File: config.mk
export PLATFORM = sky130hd
export DESIGN_NAME = adaptive_scalar_kalman_filter_unit_flat
export DESIGN_NICKNAME = d
export VERILOG_FILES = /design/src/hw/rtl/askf_pkg.sv /design/src/hw/rtl/askf_in_if.sv /design/src/hw/rtl/askf_out_if.sv /design/src/hw/rtl/askf_mul.sv /design/src/hw/rtl/askf_div.sv /design/src/hw/rtl/adaptive_scalar_kalman_filter_unit.sv /design/src/flat_wrapper.sv
export SDC_FILE = /design/constraint.sdc
export NUM_CORES = 2
export LEC_CHECK = 0
export ABC_AREA = 1
export ABC_CLOCK_PERIOD_IN_PS = 25200
export BUFFER_PORTS_ARGS = -buffer_cell sky130_fd_sc_hd__buf_2
export CAP_MARGIN = 30
export CELL_PAD_IN_SITES_DETAIL_PLACEMENT = 0
export CELL_PAD_IN_SITES_GLOBAL_PLACEMENT = 2
export CORE_ASPECT_RATIO = 1.5
export CORE_MARGIN = 1
export CORE_UTILIZATION = 44
export DETAILED_ROUTE_END_ITERATION = 6
export PLACE_DENSITY_LB_ADDON = 0.1
export SETUP_SLACK_MARGIN = 0.3
export SLEW_MARGIN = 20
export SYNTH_ARGS = -nofsm -noshare
export SYNTH_HDL_FRONTEND = slang
export SYNTH_SLANG_ARGS = --single-unit
export TNS_END_PERCENT = 20
File: constraint.sdc
create_clock -name clk -period 25.2 [get_ports clk]
set_clock_uncertainty 0.15 [all_clocks]
set_input_delay 6.3 -clock clk [delete_from_list [all_inputs] [get_ports clk]]
set_output_delay 6.3 -clock clk [all_outputs]
set_load 0.03 [all_outputs]
File: src/hw/rtl/askf_pkg.sv
// Shared widths, register indexes and reset values of the adaptive scalar Kalman filter.
`default_nettype none
package askf_pkg;

    localparam int CFG_INDEX_W = 3;
    localparam int CFG_DATA_W  = 24;
    localparam int R_W         = 24;
    localparam int Q_W         = 16;
    localparam int THR_W       = 23;
    localparam int RUN_W       = 8;
    localparam int LIMIT_W     = 13;
    localparam int FILTERED_W  = 13;
    localparam int EST_W       = 32;   // estimate, covariance, kept quotient bits
    localparam int WIDE_W      = 34;   // p_mid, denominator, deviation
    localparam int PROD_W      = 64;   // products and dividends, wrap modulo 2^64

    localparam logic [CFG_INDEX_W-1:0] REG_NOISE_R_STEADY = 3'd0;
    localparam logic [CFG_INDEX_W-1:0] REG_NOISE_Q_STEADY = 3'd1;
    localparam logic [CFG_INDEX_W-1:0] REG_NOISE_R_FAST   = 3'd2;
    localparam logic [CFG_INDEX_W-1:0] REG_NOISE_Q_FAST   = 3'd3;
    localparam logic [CFG_INDEX_W-1:0] REG_JUMP_THRESHOLD = 3'd4;
    localparam logic [CFG_INDEX_W-1:0] REG_SWITCH_COUNT   = 3'd5;
    localparam logic [CFG_INDEX_W-1:0] REG_OUTPUT_LIMIT   = 3'd6;

    localparam logic [R_W-1:0]     RST_NOISE_R_STEADY = 24'd131072;
    localparam logic [Q_W-1:0]     RST_NOISE_Q_STEADY = 16'd4;
    localparam logic [R_W-1:0]     RST_NOISE_R_FAST   = 24'd512;
    localparam logic [Q_W-1:0]     RST_NOISE_Q_FAST   = 16'd128;
    localparam logic [THR_W-1:0]   RST_JUMP_THRESHOLD = 23'd32768;
    localparam logic [RUN_W-1:0]   RST_SWITCH_COUNT   = 8'd10;
    localparam logic [LIMIT_W-1:0] RST_OUTPUT_LIMIT   = 13'd4096;

endpackage
`default_nettype wire

File: src/hw/rtl/askf_in_if.sv
// Sample channel: valid/ready handshake carrying one raw converter sample.
`default_nettype none
interface askf_in_if #(
    parameter int SAMPLE_BITS = 12
) ();
    logic                   valid;
    logic                   ready;
    logic [SAMPLE_BITS-1:0] sample;

    modport source (output valid, output sample, input ready);
    modport sink   (input valid, input sample, output ready);
endinterface
`default_nettype wire

File: src/hw/rtl/askf_out_if.sv
// Result channel: valid/ready handshake carrying the filtered sample and reload flag.
`default_nettype none
interface askf_out_if ();
    import askf_pkg::*;

    logic                  valid;
    logic                  ready;
    logic [FILTERED_W-1:0] filtered;
    logic                  reloaded;

    modport source (output valid, output filtered, output reloaded, input ready);
    modport sink   (input valid, input filtered, input reloaded, output ready);
endinterface
`default_nettype wire

File: src/hw/rtl/askf_mul.sv
// Shared multiplier: 64-bit wrapping product from one 32x32 multiplier.
`default_nettype none
module askf_mul (
    input  wire logic                        clk,
    input  wire logic                        rst_n,
    input  wire logic                        start,
    input  wire logic [askf_pkg::PROD_W-1:0] a,
    input  wire logic [askf_pkg::PROD_W-1:0] b,
    output logic                             done,
    output logic [askf_pkg::PROD_W-1:0]      product
);
    import askf_pkg::*;

    localparam int HALF = PROD_W / 2;

    logic              busy_reg;
    logic [1:0]        step_reg;
    logic              done_reg;
    logic [PROD_W-1:0] a_reg;
    logic [PROD_W-1:0] b_reg;
    logic [PROD_W-1:0] prod_reg;
    logic [PROD_W-1:0] acc_reg;
    logic [HALF-1:0]   op_x;
    logic [HALF-1:0]   op_y;

    // hi*hi term falls off the top of a 64-bit result; cross terms keep low halves only
    always_comb
    begin
        case (step_reg)
            2'd0:
            begin
                op_x = a_reg[HALF-1:0];
                op_y = b_reg[HALF-1:0];
            end
            2'd1:
            begin
                op_x = a_reg[HALF-1:0];
                op_y = b_reg[PROD_W-1:HALF];
            end
            default:
            begin
                op_x = a_reg[PROD_W-1:HALF];
                op_y = b_reg[HALF-1:0];
            end
        endcase
    end

    always_ff @(posedge clk or negedge rst_n)
    begin
        if (!rst_n)
        begin
            busy_reg <= 1'b0;
            step_reg <= 2'd0;
            done_reg <= 1'b0;
        end
        else
        begin
            done_reg <= 1'b0;
            if (start)
            begin
                busy_reg <= 1'b1;
                step_reg <= 2'd0;
            end
            else if (busy_reg)
            begin
                step_reg <= step_reg + 2'd1;
                if (step_reg == 2'd3)
                begin
                    busy_reg <= 1'b0;
                    done_reg <= 1'b1;
                end
            end
        end
    end

    always_ff @(posedge clk)
    begin
        if (start)
        begin
            a_reg <= a;
            b_reg <= b;
        end
        else if (busy_reg)
        begin
            prod_reg <= PROD_W'(op_x) * PROD_W'(op_y);
            if (step_reg == 2'd1)
                acc_reg <= prod_reg;
            else if (step_reg != 2'd0)
                acc_reg[PROD_W-1:HALF] <= acc_reg[PROD_W-1:HALF] + prod_reg[HALF-1:0];
        end
    end

    assign done    = done_reg;
    assign product = acc_reg;

endmodule
`default_nettype wire

File: src/hw/rtl/askf_div.sv
// Shared signed divider: 64 by 34 bits, truncating, two quotient bits per cycle.
`default_nettype none
module askf_div (
    input  wire logic                        clk,
    input  wire logic                        rst_n,
    input  wire logic                        start,
    input  wire logic [askf_pkg::PROD_W-1:0] dividend,
    input  wire logic [askf_pkg::WIDE_W-1:0] divisor,
    output logic                             done,
    output logic [askf_pkg::EST_W-1:0]       quotient
);
    import askf_pkg::*;

    localparam int BITS_PER_STEP = 2;
    localparam int STEPS         = PROD_W / BITS_PER_STEP;
    localparam int STEP_CNT_W    = $clog2(STEPS);

    logic                  busy_reg;
    logic                  done_reg;
    logic [STEP_CNT_W-1:0] cnt_reg;
    logic [PROD_W-1:0]     num_reg;
    logic [WIDE_W-1:0]     dvs_reg;
    logic [WIDE_W-1:0]     rem_reg;
    logic [EST_W-1:0]      quo_reg;
    logic                  neg_reg;
    logic                  zero_reg;
    logic [EST_W-1:0]      quot_out_reg;

    logic [PROD_W-1:0]     num_v;
    logic [WIDE_W-1:0]     rem_v;
    logic [EST_W-1:0]      quo_v;

    // restoring steps; only the low 32 quotient bits survive the later wrap
    always_comb
    begin
        logic [WIDE_W:0] trial;
        num_v = num_reg;
        rem_v = rem_reg;
        quo_v = quo_reg;
        for (int i = 0; i < BITS_PER_STEP; i++)
        begin
            trial = {rem_v, num_v[PROD_W-1]};
            num_v = {num_v[PROD_W-2:0], 1'b0};
            if (trial >= {1'b0, dvs_reg})
            begin
                trial = trial - {1'b0, dvs_reg};
                rem_v = trial[WIDE_W-1:0];
                quo_v = {quo_v[EST_W-2:0], 1'b1};
            end
            else
            begin
                rem_v = trial[WIDE_W-1:0];
                quo_v = {quo_v[EST_W-2:0], 1'b0};
            end
        end
    end

    always_ff @(posedge clk or negedge rst_n)
    begin
        if (!rst_n)
        begin
            busy_reg <= 1'b0;
            done_reg <= 1'b0;
            cnt_reg  <= '0;
        end
        else
        begin
            done_reg <= 1'b0;
            if (start)
            begin
                busy_reg <= 1'b1;
                cnt_reg  <= '0;
            end
            else if (busy_reg)
            begin
                cnt_reg <= cnt_reg + 1'b1;
                if (cnt_reg == STEP_CNT_W'(STEPS - 1))
                begin
                    busy_reg <= 1'b0;
                    done_reg <= 1'b1;
                end
            end
        end
    end

    always_ff @(posedge clk)
    begin
        if (start)
        begin
            num_reg  <= dividend[PROD_W-1] ? (~dividend + 1'b1) : dividend;
            dvs_reg  <= divisor[WIDE_W-1] ? (~divisor + 1'b1) : divisor;
            rem_reg  <= '0;
            quo_reg  <= '0;
            neg_reg  <= dividend[PROD_W-1] ^ divisor[WIDE_W-1];
            zero_reg <= (divisor == '0);
        end
        else if (busy_reg)
        begin
            num_reg <= num_v;
            rem_reg <= rem_v;
            quo_reg <= quo_v;
            if (cnt_reg == STEP_CNT_W'(STEPS - 1))
            begin
                if (zero_reg)
                    quot_out_reg <= '0;
                else if (neg_reg)
                    quot_out_reg <= ~quo_v + 1'b1;
                else
                    quot_out_reg <= quo_v;
            end
        end
    end

    assign done     = done_reg;
    assign quotient = quot_out_reg;

endmodule
`default_nettype wire

File: src/hw/rtl/adaptive_scalar_kalman_filter_unit.sv
// Top level: adaptive scalar Kalman filter sequencer around a shared multiplier and divider.
//
//  channel   dir  handshake          beat payload
//  samples   in   valid/ready        sample [SAMPLE_BITS-1:0]
//  results   out  valid/ready        filtered [12:0], reloaded
//  cfg_*     in   cfg_wr_en, no wait cfg_index [2:0], cfg_data [23:0]
//
// Each sample runs through the run update, operand setup, a 64-bit product, a 64-bit
// division, a second product and division (each division: start, 32 steps of two bits,
// done) and the final write; the next sample is accepted only once the state is idle.
// Reset is asynchronous, active low; it loads register defaults and clears state.
// A finished result waits in the output register; a stalled sink holds only the
// final write of the next sample, not its acceptance.
`default_nettype none
module adaptive_scalar_kalman_filter_unit #(
    parameter int SCALE_SHIFT = 10,
    parameter int SAMPLE_BITS = 12
) (
    input  wire logic                             clk,
    input  wire logic                             rst_n,
    askf_in_if.sink                               samples,
    askf_out_if.source                            results,
    input  wire logic                             cfg_wr_en,
    input  wire logic [askf_pkg::CFG_INDEX_W-1:0] cfg_index,
    input  wire logic [askf_pkg::CFG_DATA_W-1:0]  cfg_data
);
    import askf_pkg::*;

    localparam logic signed [EST_W-1:0] ROUND_ADJ = EST_W'((64'd1 << SCALE_SHIFT) - 64'd1);
    localparam int EXT_W = PROD_W - WIDE_W;

    typedef enum logic [3:0] {
        S_IDLE,
        S_RUN,
        S_PREP,
        S_M1GO,
        S_M1WAIT,
        S_D1GO,
        S_D1WAIT,
        S_M2GO,
        S_M2WAIT,
        S_D2GO,
        S_D2WAIT,
        S_FIN
    } state_t;

    state_t state_reg;

    // configuration
    logic [R_W-1:0]     noise_r_steady_reg;
    logic [Q_W-1:0]     noise_q_steady_reg;
    logic [R_W-1:0]     noise_r_fast_reg;
    logic [Q_W-1:0]     noise_q_fast_reg;
    logic [THR_W-1:0]   jump_threshold_reg;
    logic [RUN_W-1:0]   switch_count_reg;
    logic [LIMIT_W-1:0] output_limit_reg;

    // filter state
    logic [EST_W-1:0]   est_reg;
    logic [EST_W-1:0]   cov_reg;
    logic [R_W-1:0]     noise_r_now_reg;
    logic [Q_W-1:0]     noise_q_now_reg;
    logic [RUN_W-1:0]   far_run_reg;
    logic [RUN_W-1:0]   near_run_reg;

    // per-sample work registers
    logic [SAMPLE_BITS-1:0] sample_reg;
    logic [WIDE_W-1:0]      p_mid_reg;
    logic [WIDE_W-1:0]      den_reg;
    logic [WIDE_W-1:0]      diff_reg;

    // output register
    logic                  out_valid_reg;
    logic [FILTERED_W-1:0] filtered_reg;
    logic                  reloaded_reg;

    logic [EST_W-1:0]  scaled;
    logic [WIDE_W-1:0] diff_w;
    logic [WIDE_W-1:0] dev_mag;
    logic              is_jump;
    logic [RUN_W-1:0]  far_inc;
    logic [RUN_W-1:0]  near_inc;
    logic [WIDE_W-1:0] p_mid_w;
    logic [WIDE_W-1:0] den_w;
    logic [EST_W-1:0]  res_w;
    logic [EST_W-1:0]  res_reload_w;
    logic              reload_w;
    logic              out_free;

    logic              mul_start;
    logic [PROD_W-1:0] mul_a;
    logic [PROD_W-1:0] mul_b;
    logic              mul_done;
    logic [PROD_W-1:0] mul_product;
    logic              div_start;
    logic              div_done;
    logic [EST_W-1:0]  div_quot;

    // signed divide by 2^SCALE_SHIFT, truncating toward zero
    function automatic logic [EST_W-1:0] div_unit(input logic [EST_W-1:0] x);
        logic signed [EST_W-1:0] adj;
        adj = x[EST_W-1] ? ($signed(x) + ROUND_ADJ) : $signed(x);
        return adj >>> SCALE_SHIFT;
    endfunction

    assign scaled  = EST_W'(sample_reg) << SCALE_SHIFT;
    assign diff_w  = {{(WIDE_W-EST_W){1'b0}}, scaled} - {{(WIDE_W-EST_W){est_reg[EST_W-1]}}, est_reg};
    assign dev_mag = diff_w[WIDE_W-1] ? (~diff_w + 1'b1) : diff_w;
    assign is_jump = dev_mag >= {{(WIDE_W-THR_W){1'b0}}, jump_threshold_reg};
    assign far_inc  = (far_run_reg == '1) ? far_run_reg : far_run_reg + 1'b1;
    assign near_inc = (near_run_reg == '1) ? near_run_reg : near_run_reg + 1'b1;

    assign p_mid_w = {{(WIDE_W-EST_W){cov_reg[EST_W-1]}}, cov_reg}
                   + {{(WIDE_W-Q_W){1'b0}}, noise_q_now_reg};
    assign den_w   = p_mid_w + {{(WIDE_W-R_W){1'b0}}, noise_r_now_reg};

    assign res_w        = div_unit(est_reg);
    assign res_reload_w = div_unit(scaled);
    assign reload_w     = res_w[EST_W-1]
                       || ($signed(res_w) > $signed({{(EST_W-LIMIT_W){1'b0}}, output_limit_reg}));
    assign out_free     = !out_valid_reg || results.ready;

    assign mul_start = (state_reg == S_M1GO) || (state_reg == S_M2GO);
    assign mul_a     = {{EXT_W{p_mid_reg[WIDE_W-1]}}, p_mid_reg};
    assign mul_b     = (state_reg == S_M2GO) ? mul_a : {{EXT_W{diff_reg[WIDE_W-1]}}, diff_reg};
    assign div_start = (state_reg == S_D1GO) || (state_reg == S_D2GO);

    askf_mul u_mul (
        .clk     (clk),
        .rst_n   (rst_n),
        .start   (mul_start),
        .a       (mul_a),
        .b       (mul_b),
        .done    (mul_done),
        .product (mul_product)
    );

    askf_div u_div (
        .clk      (clk),
        .rst_n    (rst_n),
        .start    (div_start),
        .dividend (mul_product),
        .divisor  (den_reg),
        .done     (div_done),
        .quotient (div_quot)
    );

    // configuration writes; the active noise pair changes only on a run switch
    always_ff @(posedge clk or negedge rst_n)
    begin
        if (!rst_n)
        begin
            noise_r_steady_reg <= RST_NOISE_R_STEADY;
            noise_q_steady_reg <= RST_NOISE_Q_STEADY;
            noise_r_fast_reg   <= RST_NOISE_R_FAST;
            noise_q_fast_reg   <= RST_NOISE_Q_FAST;
            jump_threshold_reg <= RST_JUMP_THRESHOLD;
            switch_count_reg   <= RST_SWITCH_COUNT;
            output_limit_reg   <= RST_OUTPUT_LIMIT;
        end
        else if (cfg_wr_en)
        begin
            case (cfg_index)
                REG_NOISE_R_STEADY: noise_r_steady_reg <= cfg_data[R_W-1:0];
                REG_NOISE_Q_STEADY: noise_q_steady_reg <= cfg_data[Q_W-1:0];
                REG_NOISE_R_FAST:   noise_r_fast_reg   <= cfg_data[R_W-1:0];
                REG_NOISE_Q_FAST:   noise_q_fast_reg   <= cfg_data[Q_W-1:0];
                REG_JUMP_THRESHOLD: jump_threshold_reg <= cfg_data[THR_W-1:0];
                REG_SWITCH_COUNT:   switch_count_reg   <= cfg_data[RUN_W-1:0];
                REG_OUTPUT_LIMIT:   output_limit_reg   <= cfg_data[LIMIT_W-1:0];
                default: ;
            endcase
        end
    end

    always_ff @(posedge clk or negedge rst_n)
    begin
        if (!rst_n)
        begin
            state_reg       <= S_IDLE;
            est_reg         <= '0;
            cov_reg         <= '0;
            noise_r_now_reg <= RST_NOISE_R_STEADY;
            noise_q_now_reg <= RST_NOISE_Q_STEADY;
            far_run_reg     <= '0;
            near_run_reg    <= '0;
            out_valid_reg   <= 1'b0;
            sample_reg      <= '0;
            diff_reg        <= '0;
            p_mid_reg       <= '0;
            den_reg         <= '0;
            filtered_reg    <= '0;
            reloaded_reg    <= 1'b0;
        end
        else
        begin
            if (results.ready)
                out_valid_reg <= 1'b0;
            case (state_reg)
                S_IDLE:
                begin
                    if (samples.valid)
                    begin
                        sample_reg <= samples.sample;
                        state_reg  <= S_RUN;
                    end
                end
                S_RUN:
                begin
                    diff_reg <= diff_w;
                    if (is_jump)
                    begin
                        far_run_reg  <= far_inc;
                        near_run_reg <= '0;
                        if (far_inc > switch_count_reg)
                        begin
                            noise_r_now_reg <= noise_r_fast_reg;
                            noise_q_now_reg <= noise_q_fast_reg;
                        end
                    end
                    else
                    begin
                        far_run_reg  <= '0;
                        near_run_reg <= near_inc;
                        if (near_inc > switch_count_reg)
                        begin
                            noise_r_now_reg <= noise_r_steady_reg;
                            noise_q_now_reg <= noise_q_steady_reg;
                        end
                    end
                    state_reg <= S_PREP;
                end
                S_PREP:
                begin
                    p_mid_reg <= p_mid_w;
                    den_reg   <= den_w;
                    state_reg <= S_M1GO;
                end
                S_M1GO:
                    state_reg <= S_M1WAIT;
                S_M1WAIT:
                    if (mul_done)
                        state_reg <= S_D1GO;
                S_D1GO:
                    state_reg <= S_D1WAIT;
                S_D1WAIT:
                begin
                    if (div_done)
                    begin
                        est_reg   <= est_reg + div_quot;
                        state_reg <= S_M2GO;
                    end
                end
                S_M2GO:
                    state_reg <= S_M2WAIT;
                S_M2WAIT:
                    if (mul_done)
                        state_reg <= S_D2GO;
                S_D2GO:
                    state_reg <= S_D2WAIT;
                S_D2WAIT:
                begin
                    if (div_done)
                    begin
                        cov_reg   <= p_mid_reg[EST_W-1:0] - div_quot;
                        state_reg <= S_FIN;
                    end
                end
                S_FIN:
                begin
                    if (out_free)
                    begin
                        out_valid_reg <= 1'b1;
                        reloaded_reg  <= reload_w;
                        if (reload_w)
                        begin
                            est_reg      <= scaled;
                            cov_reg      <= scaled;
                            filtered_reg <= res_reload_w[FILTERED_W-1:0];
                        end
                        else
                            filtered_reg <= res_w[FILTERED_W-1:0];
                        state_reg <= S_IDLE;
                    end
                end
                default:
                    state_reg <= S_IDLE;
            endcase
        end
    end

    assign samples.ready    = (state_reg == S_IDLE);
    assign results.valid    = out_valid_reg;
    assign results.filtered = filtered_reg;
    assign results.reloaded = reloaded_reg;

endmodule
`default_nettype wire
File: src/flat_wrapper.sv
// flat-port wrapper written by rule: the top's interface ports become plain ports
module adaptive_scalar_kalman_filter_unit_flat import askf_pkg::*;
#(
    parameter int SCALE_SHIFT = 10,
    parameter int SAMPLE_BITS = 12
)
  (clk, rst_n, cfg_wr_en, cfg_index, cfg_data, samples_valid, samples_sample, samples_ready, results_valid, results_filtered, results_reloaded, results_ready);
  askf_in_if #(.SAMPLE_BITS(SAMPLE_BITS)) samples_i ();
  askf_out_if results_i ();
  input  wire logic clk;
  input  wire logic rst_n;
  input  wire logic cfg_wr_en;
  input  wire logic [askf_pkg::CFG_INDEX_W-1:0] cfg_index;
  input  wire logic [askf_pkg::CFG_DATA_W-1:0] cfg_data;
  input wire logic [$bits(samples_i.valid)-1:0] samples_valid;
  input wire logic [$bits(samples_i.sample)-1:0] samples_sample;
  output wire logic [$bits(samples_i.ready)-1:0] samples_ready;
  output wire logic [$bits(results_i.valid)-1:0] results_valid;
  output wire logic [$bits(results_i.filtered)-1:0] results_filtered;
  output wire logic [$bits(results_i.reloaded)-1:0] results_reloaded;
  input wire logic [$bits(results_i.ready)-1:0] results_ready;
  assign samples_i.valid = samples_valid;
  assign samples_i.sample = samples_sample;
  assign samples_ready = samples_i.ready;
  assign results_valid = results_i.valid;
  assign results_filtered = results_i.filtered;
  assign results_reloaded = results_i.reloaded;
  assign results_i.ready = results_ready;
  adaptive_scalar_kalman_filter_unit #(.SCALE_SHIFT(SCALE_SHIFT), .SAMPLE_BITS(SAMPLE_BITS)) u_core (.clk(clk), .rst_n(rst_n), .samples(samples_i), .results(results_i), .cfg_wr_en(cfg_wr_en), .cfg_index(cfg_index), .cfg_data(cfg_data));
endmodule
==> results.sh <==
export IMPL_run_status="finished, final reports clean"
export IMPL_clock_path_buffers=3
export IMPL_row_count=191
export IMPL_setup_violations=0
export IMPL_hpwl_mm=252
export IMPL_leakage_nw=43.0
export IMPL_stdcell_count=12425
export IMPL_cts_resized=0
export IMPL_grt_pass1_wl_mm=458
export IMPL_finish_net_count=11423
export IMPL_routed_via_density=5.47
export IMPL_yosysMostFrequentCell="nand2_1"
export IMPL_fmax_ghz=0.0869
export IMPL_synth_main_ff_cell="dfrtp_1"
export IMPL_place_port_buffers=59
export IMPL_critPathArrivalTime_ps=11810
export IMPL_totalWireLength_mm=315
export IMPL_critPathBufInv=9
export IMPL_grt_overflow_total=0
export IMPL_maxCapViolations=0
export IMPL_drive_gt1_frac=0.0518
export IMPL_io_pins=60
export IMPL_fin_crit_sh=0.457
export IMPL_ys_top_cells_by_count="nand2_1 (2230), inv_1 (1712), nor2_1 (1080), fa_1 (903), o21ai_0 (635)"
export IMPL_synthesis_nets=11466
export IMPL_async_reset_ff_frac=0.497
export IMPL_die_h_um=525
export IMPL_max_vdd_ir_drop_mv=0.0556
export IMPL_antenna_found_initial=5
export IMPL_grt_pass1_vias=70817
export IMPL_critPathRequiredTime_ps=25500
export IMPL_core_area_mm2=0.181
export IMPL_clk_pin_slew_worst_paths_ps=70
export IMPL_cp_common_cell="fa_1"
export IMPL_cp_end_kind="flip-flop"
export IMPL_netlist_area_mm2=0.0801
export IMPL_timing_setup_tns_ps=0
export IMPL_hold_violations=0
export IMPL_rsz0062_at_grt="no"
export IMPL_place_ws_ps=13590
export IMPL_fin_area_mm2=0.0867
export IMPL_final_max_slew_viol_count=0
export IMPL_clock_sinks=776
export IMPL_yosys_top_cells_area="fa_1 (23%), edfxtp_1 (12%), dfrtp_1 (12%), nand2_1 (10%), ha_1 (8.4%)"
export IMPL_placed_area_mm2=0.0834
export IMPL_cts_hold_buf=0
export IMPL_fin_crit_ps=11510
export IMPL_dr_pass1_iters=6
export IMPL_cp_max_fo=61
export IMPL_max_slew_margin=0.262
export IMPL_postRouteAntennaNets=0
export IMPL_critical_path_class="reg2reg"
export IMPL_ys_seq_area_frac=0.259
export IMPL_ys_ff_latch=776
export IMPL_numCtsBuffers=86
export IMPL_drc=0
export IMPL_synth_cells=9979
export IMPL_yosys_warnings=0
export IMPL_min_from="u_core.p_mid_reg[32]"
export IMPL_syn_mean_instance_area_um2=8.03
export IMPL_start_kind="flip-flop"
export IMPL_wl_per_cell_um=25.3
export IMPL_cts_setup_buffers=0
export IMPL_drtIter0Drc=5159
export IMPL_p_per_area_mw_per_mm2=33.6
export IMPL_die_area_mm2=0.184
export IMPL_clk_insertion_delay_late_ps=740
export IMPL_setup_ws_ps=13690
export IMPL_worstMarginPinSlew_ps=1100
export IMPL_ys_types=61
export IMPL_grt_max_degree=171
export IMPL_grt_use_total=0.344
export IMPL_final_core_util=0.480
export IMPL_holdWs_ps=308
export IMPL_worst_path_dominant_cell_family="adder cells"
export IMPL_die_w_um=350
export IMPL_gp_congestion=1.01
export IMPL_synth_edf_count=326
export IMPL_crit_slowest_cell="or2_2"
export IMPL_place_inst=12253
export IMPL_worstHoldPathType="reg2reg"
export IMPL_cts_max_level=3
export IMPL_num_vias=68006
export IMPL_post_synth_top_area_cell="fa_1"
export IMPL_crit_path_start="u_core.u_mul.step_reg[1]"
export IMPL_reg2reg_from="u_core.u_mul.step_reg[1]"
export IMPL_synth_top_area_frac=0.226
export IMPL_area_delta_synth_final_pct=8.32
export IMPL_p_total_mw=2.91
export IMPL_root_buffer="clkbuf_16"
export IMPL_cts_tree="yes"
export IMPL_max_stage_delay_ps=700
export IMPL_initial_core_util=0.443
==> cell usage in the layout, fill, tap and decap left out, drive strengths merged, types with 100 or more instances in the layout <==
cell / n
buf: 191
nor2: 1104
inv: 1739
a21oi: 447
o21ai: 714
ha: 540
xnor2: 119
dfrtp: 376
nand2: 2248
xor2: 207
clkbuf: 100
nor3: 105
fa: 903
edfxtp: 326
nand3: 268
==> worst reg2reg max path: cells and delay by family (launching register included) <==
family | cells | cell delay, ps
adder cells (fa/ha/maj) | 10 | 5090
AO/OA/AOI/OAI | 2 | 330
XOR/XNOR | 1 | 100
buffers and inverters | 9 | 2790
AND/OR/NAND/NOR | 11 | 2400
flip-flops | 1 | 400
==> where the power goes <==
part,total [mW],switching (mW),leakage (nW),internal (mW)
clock network,1.40,0.589,1.53,0.812
logic,0.146,0.102,33.7,0.0436
registers,1.37,0.0199,7.72,1.35
==> area by class of cell <==
| cell class | count | area (µm²) |
|---|---|---|
| fillers | 18250 | 93900 |
| multi-input cells | 7125 | 51700 |
| flip-flops and latches | 776 | 20700 |
| inverters | 1755 | 6590 |
| well taps | 2412 | 3020 |
| clock buffers | 99 | 2260 |
| repair buffers | 192 | 1540 |
| clock inverters | 62 | 885 |
| diodes | 4 | 10.0 |
==> kinds of logic after synthesis <==
logic type,share of synthesized area
AO/OA/AOI/OAI,0.0991
XOR/XNOR,0.0357
adder cells (fa/ha/maj),0.310
buffers and inverters,0.0989
flip-flops,0.259
AND/OR/NAND/NOR,0.197
==> final timing paths <==
check | to | slack (ps) | cells after the start
worst max-delay path | u_core.u_mul.prod_reg[59] | 13690 | 33
min in group asynchronous | u_core.sample_reg[6] | 5460 | 1
max in group asynchronous | u_core.cov_reg[28] | 17900 | 2
worst min register to register | u_core.u_mul.a_reg[32] | 310 | 0
worst max register to register | u_core.u_mul.prod_reg[59] | 13690 | 33
worst min-delay path | u_core.u_mul.a_reg[32] | 310 | 0
==> layer usage <==
metal,wire length (µm),up-vias,GRT usage
met2,159000,2419,0.605
li1,-,31290,-
met3,16600,1006,0.0462
met1,106000,33289,0.356
met5,20,-,0
met4,33600,2,0.300
Power figures use the tool's default switching activity.
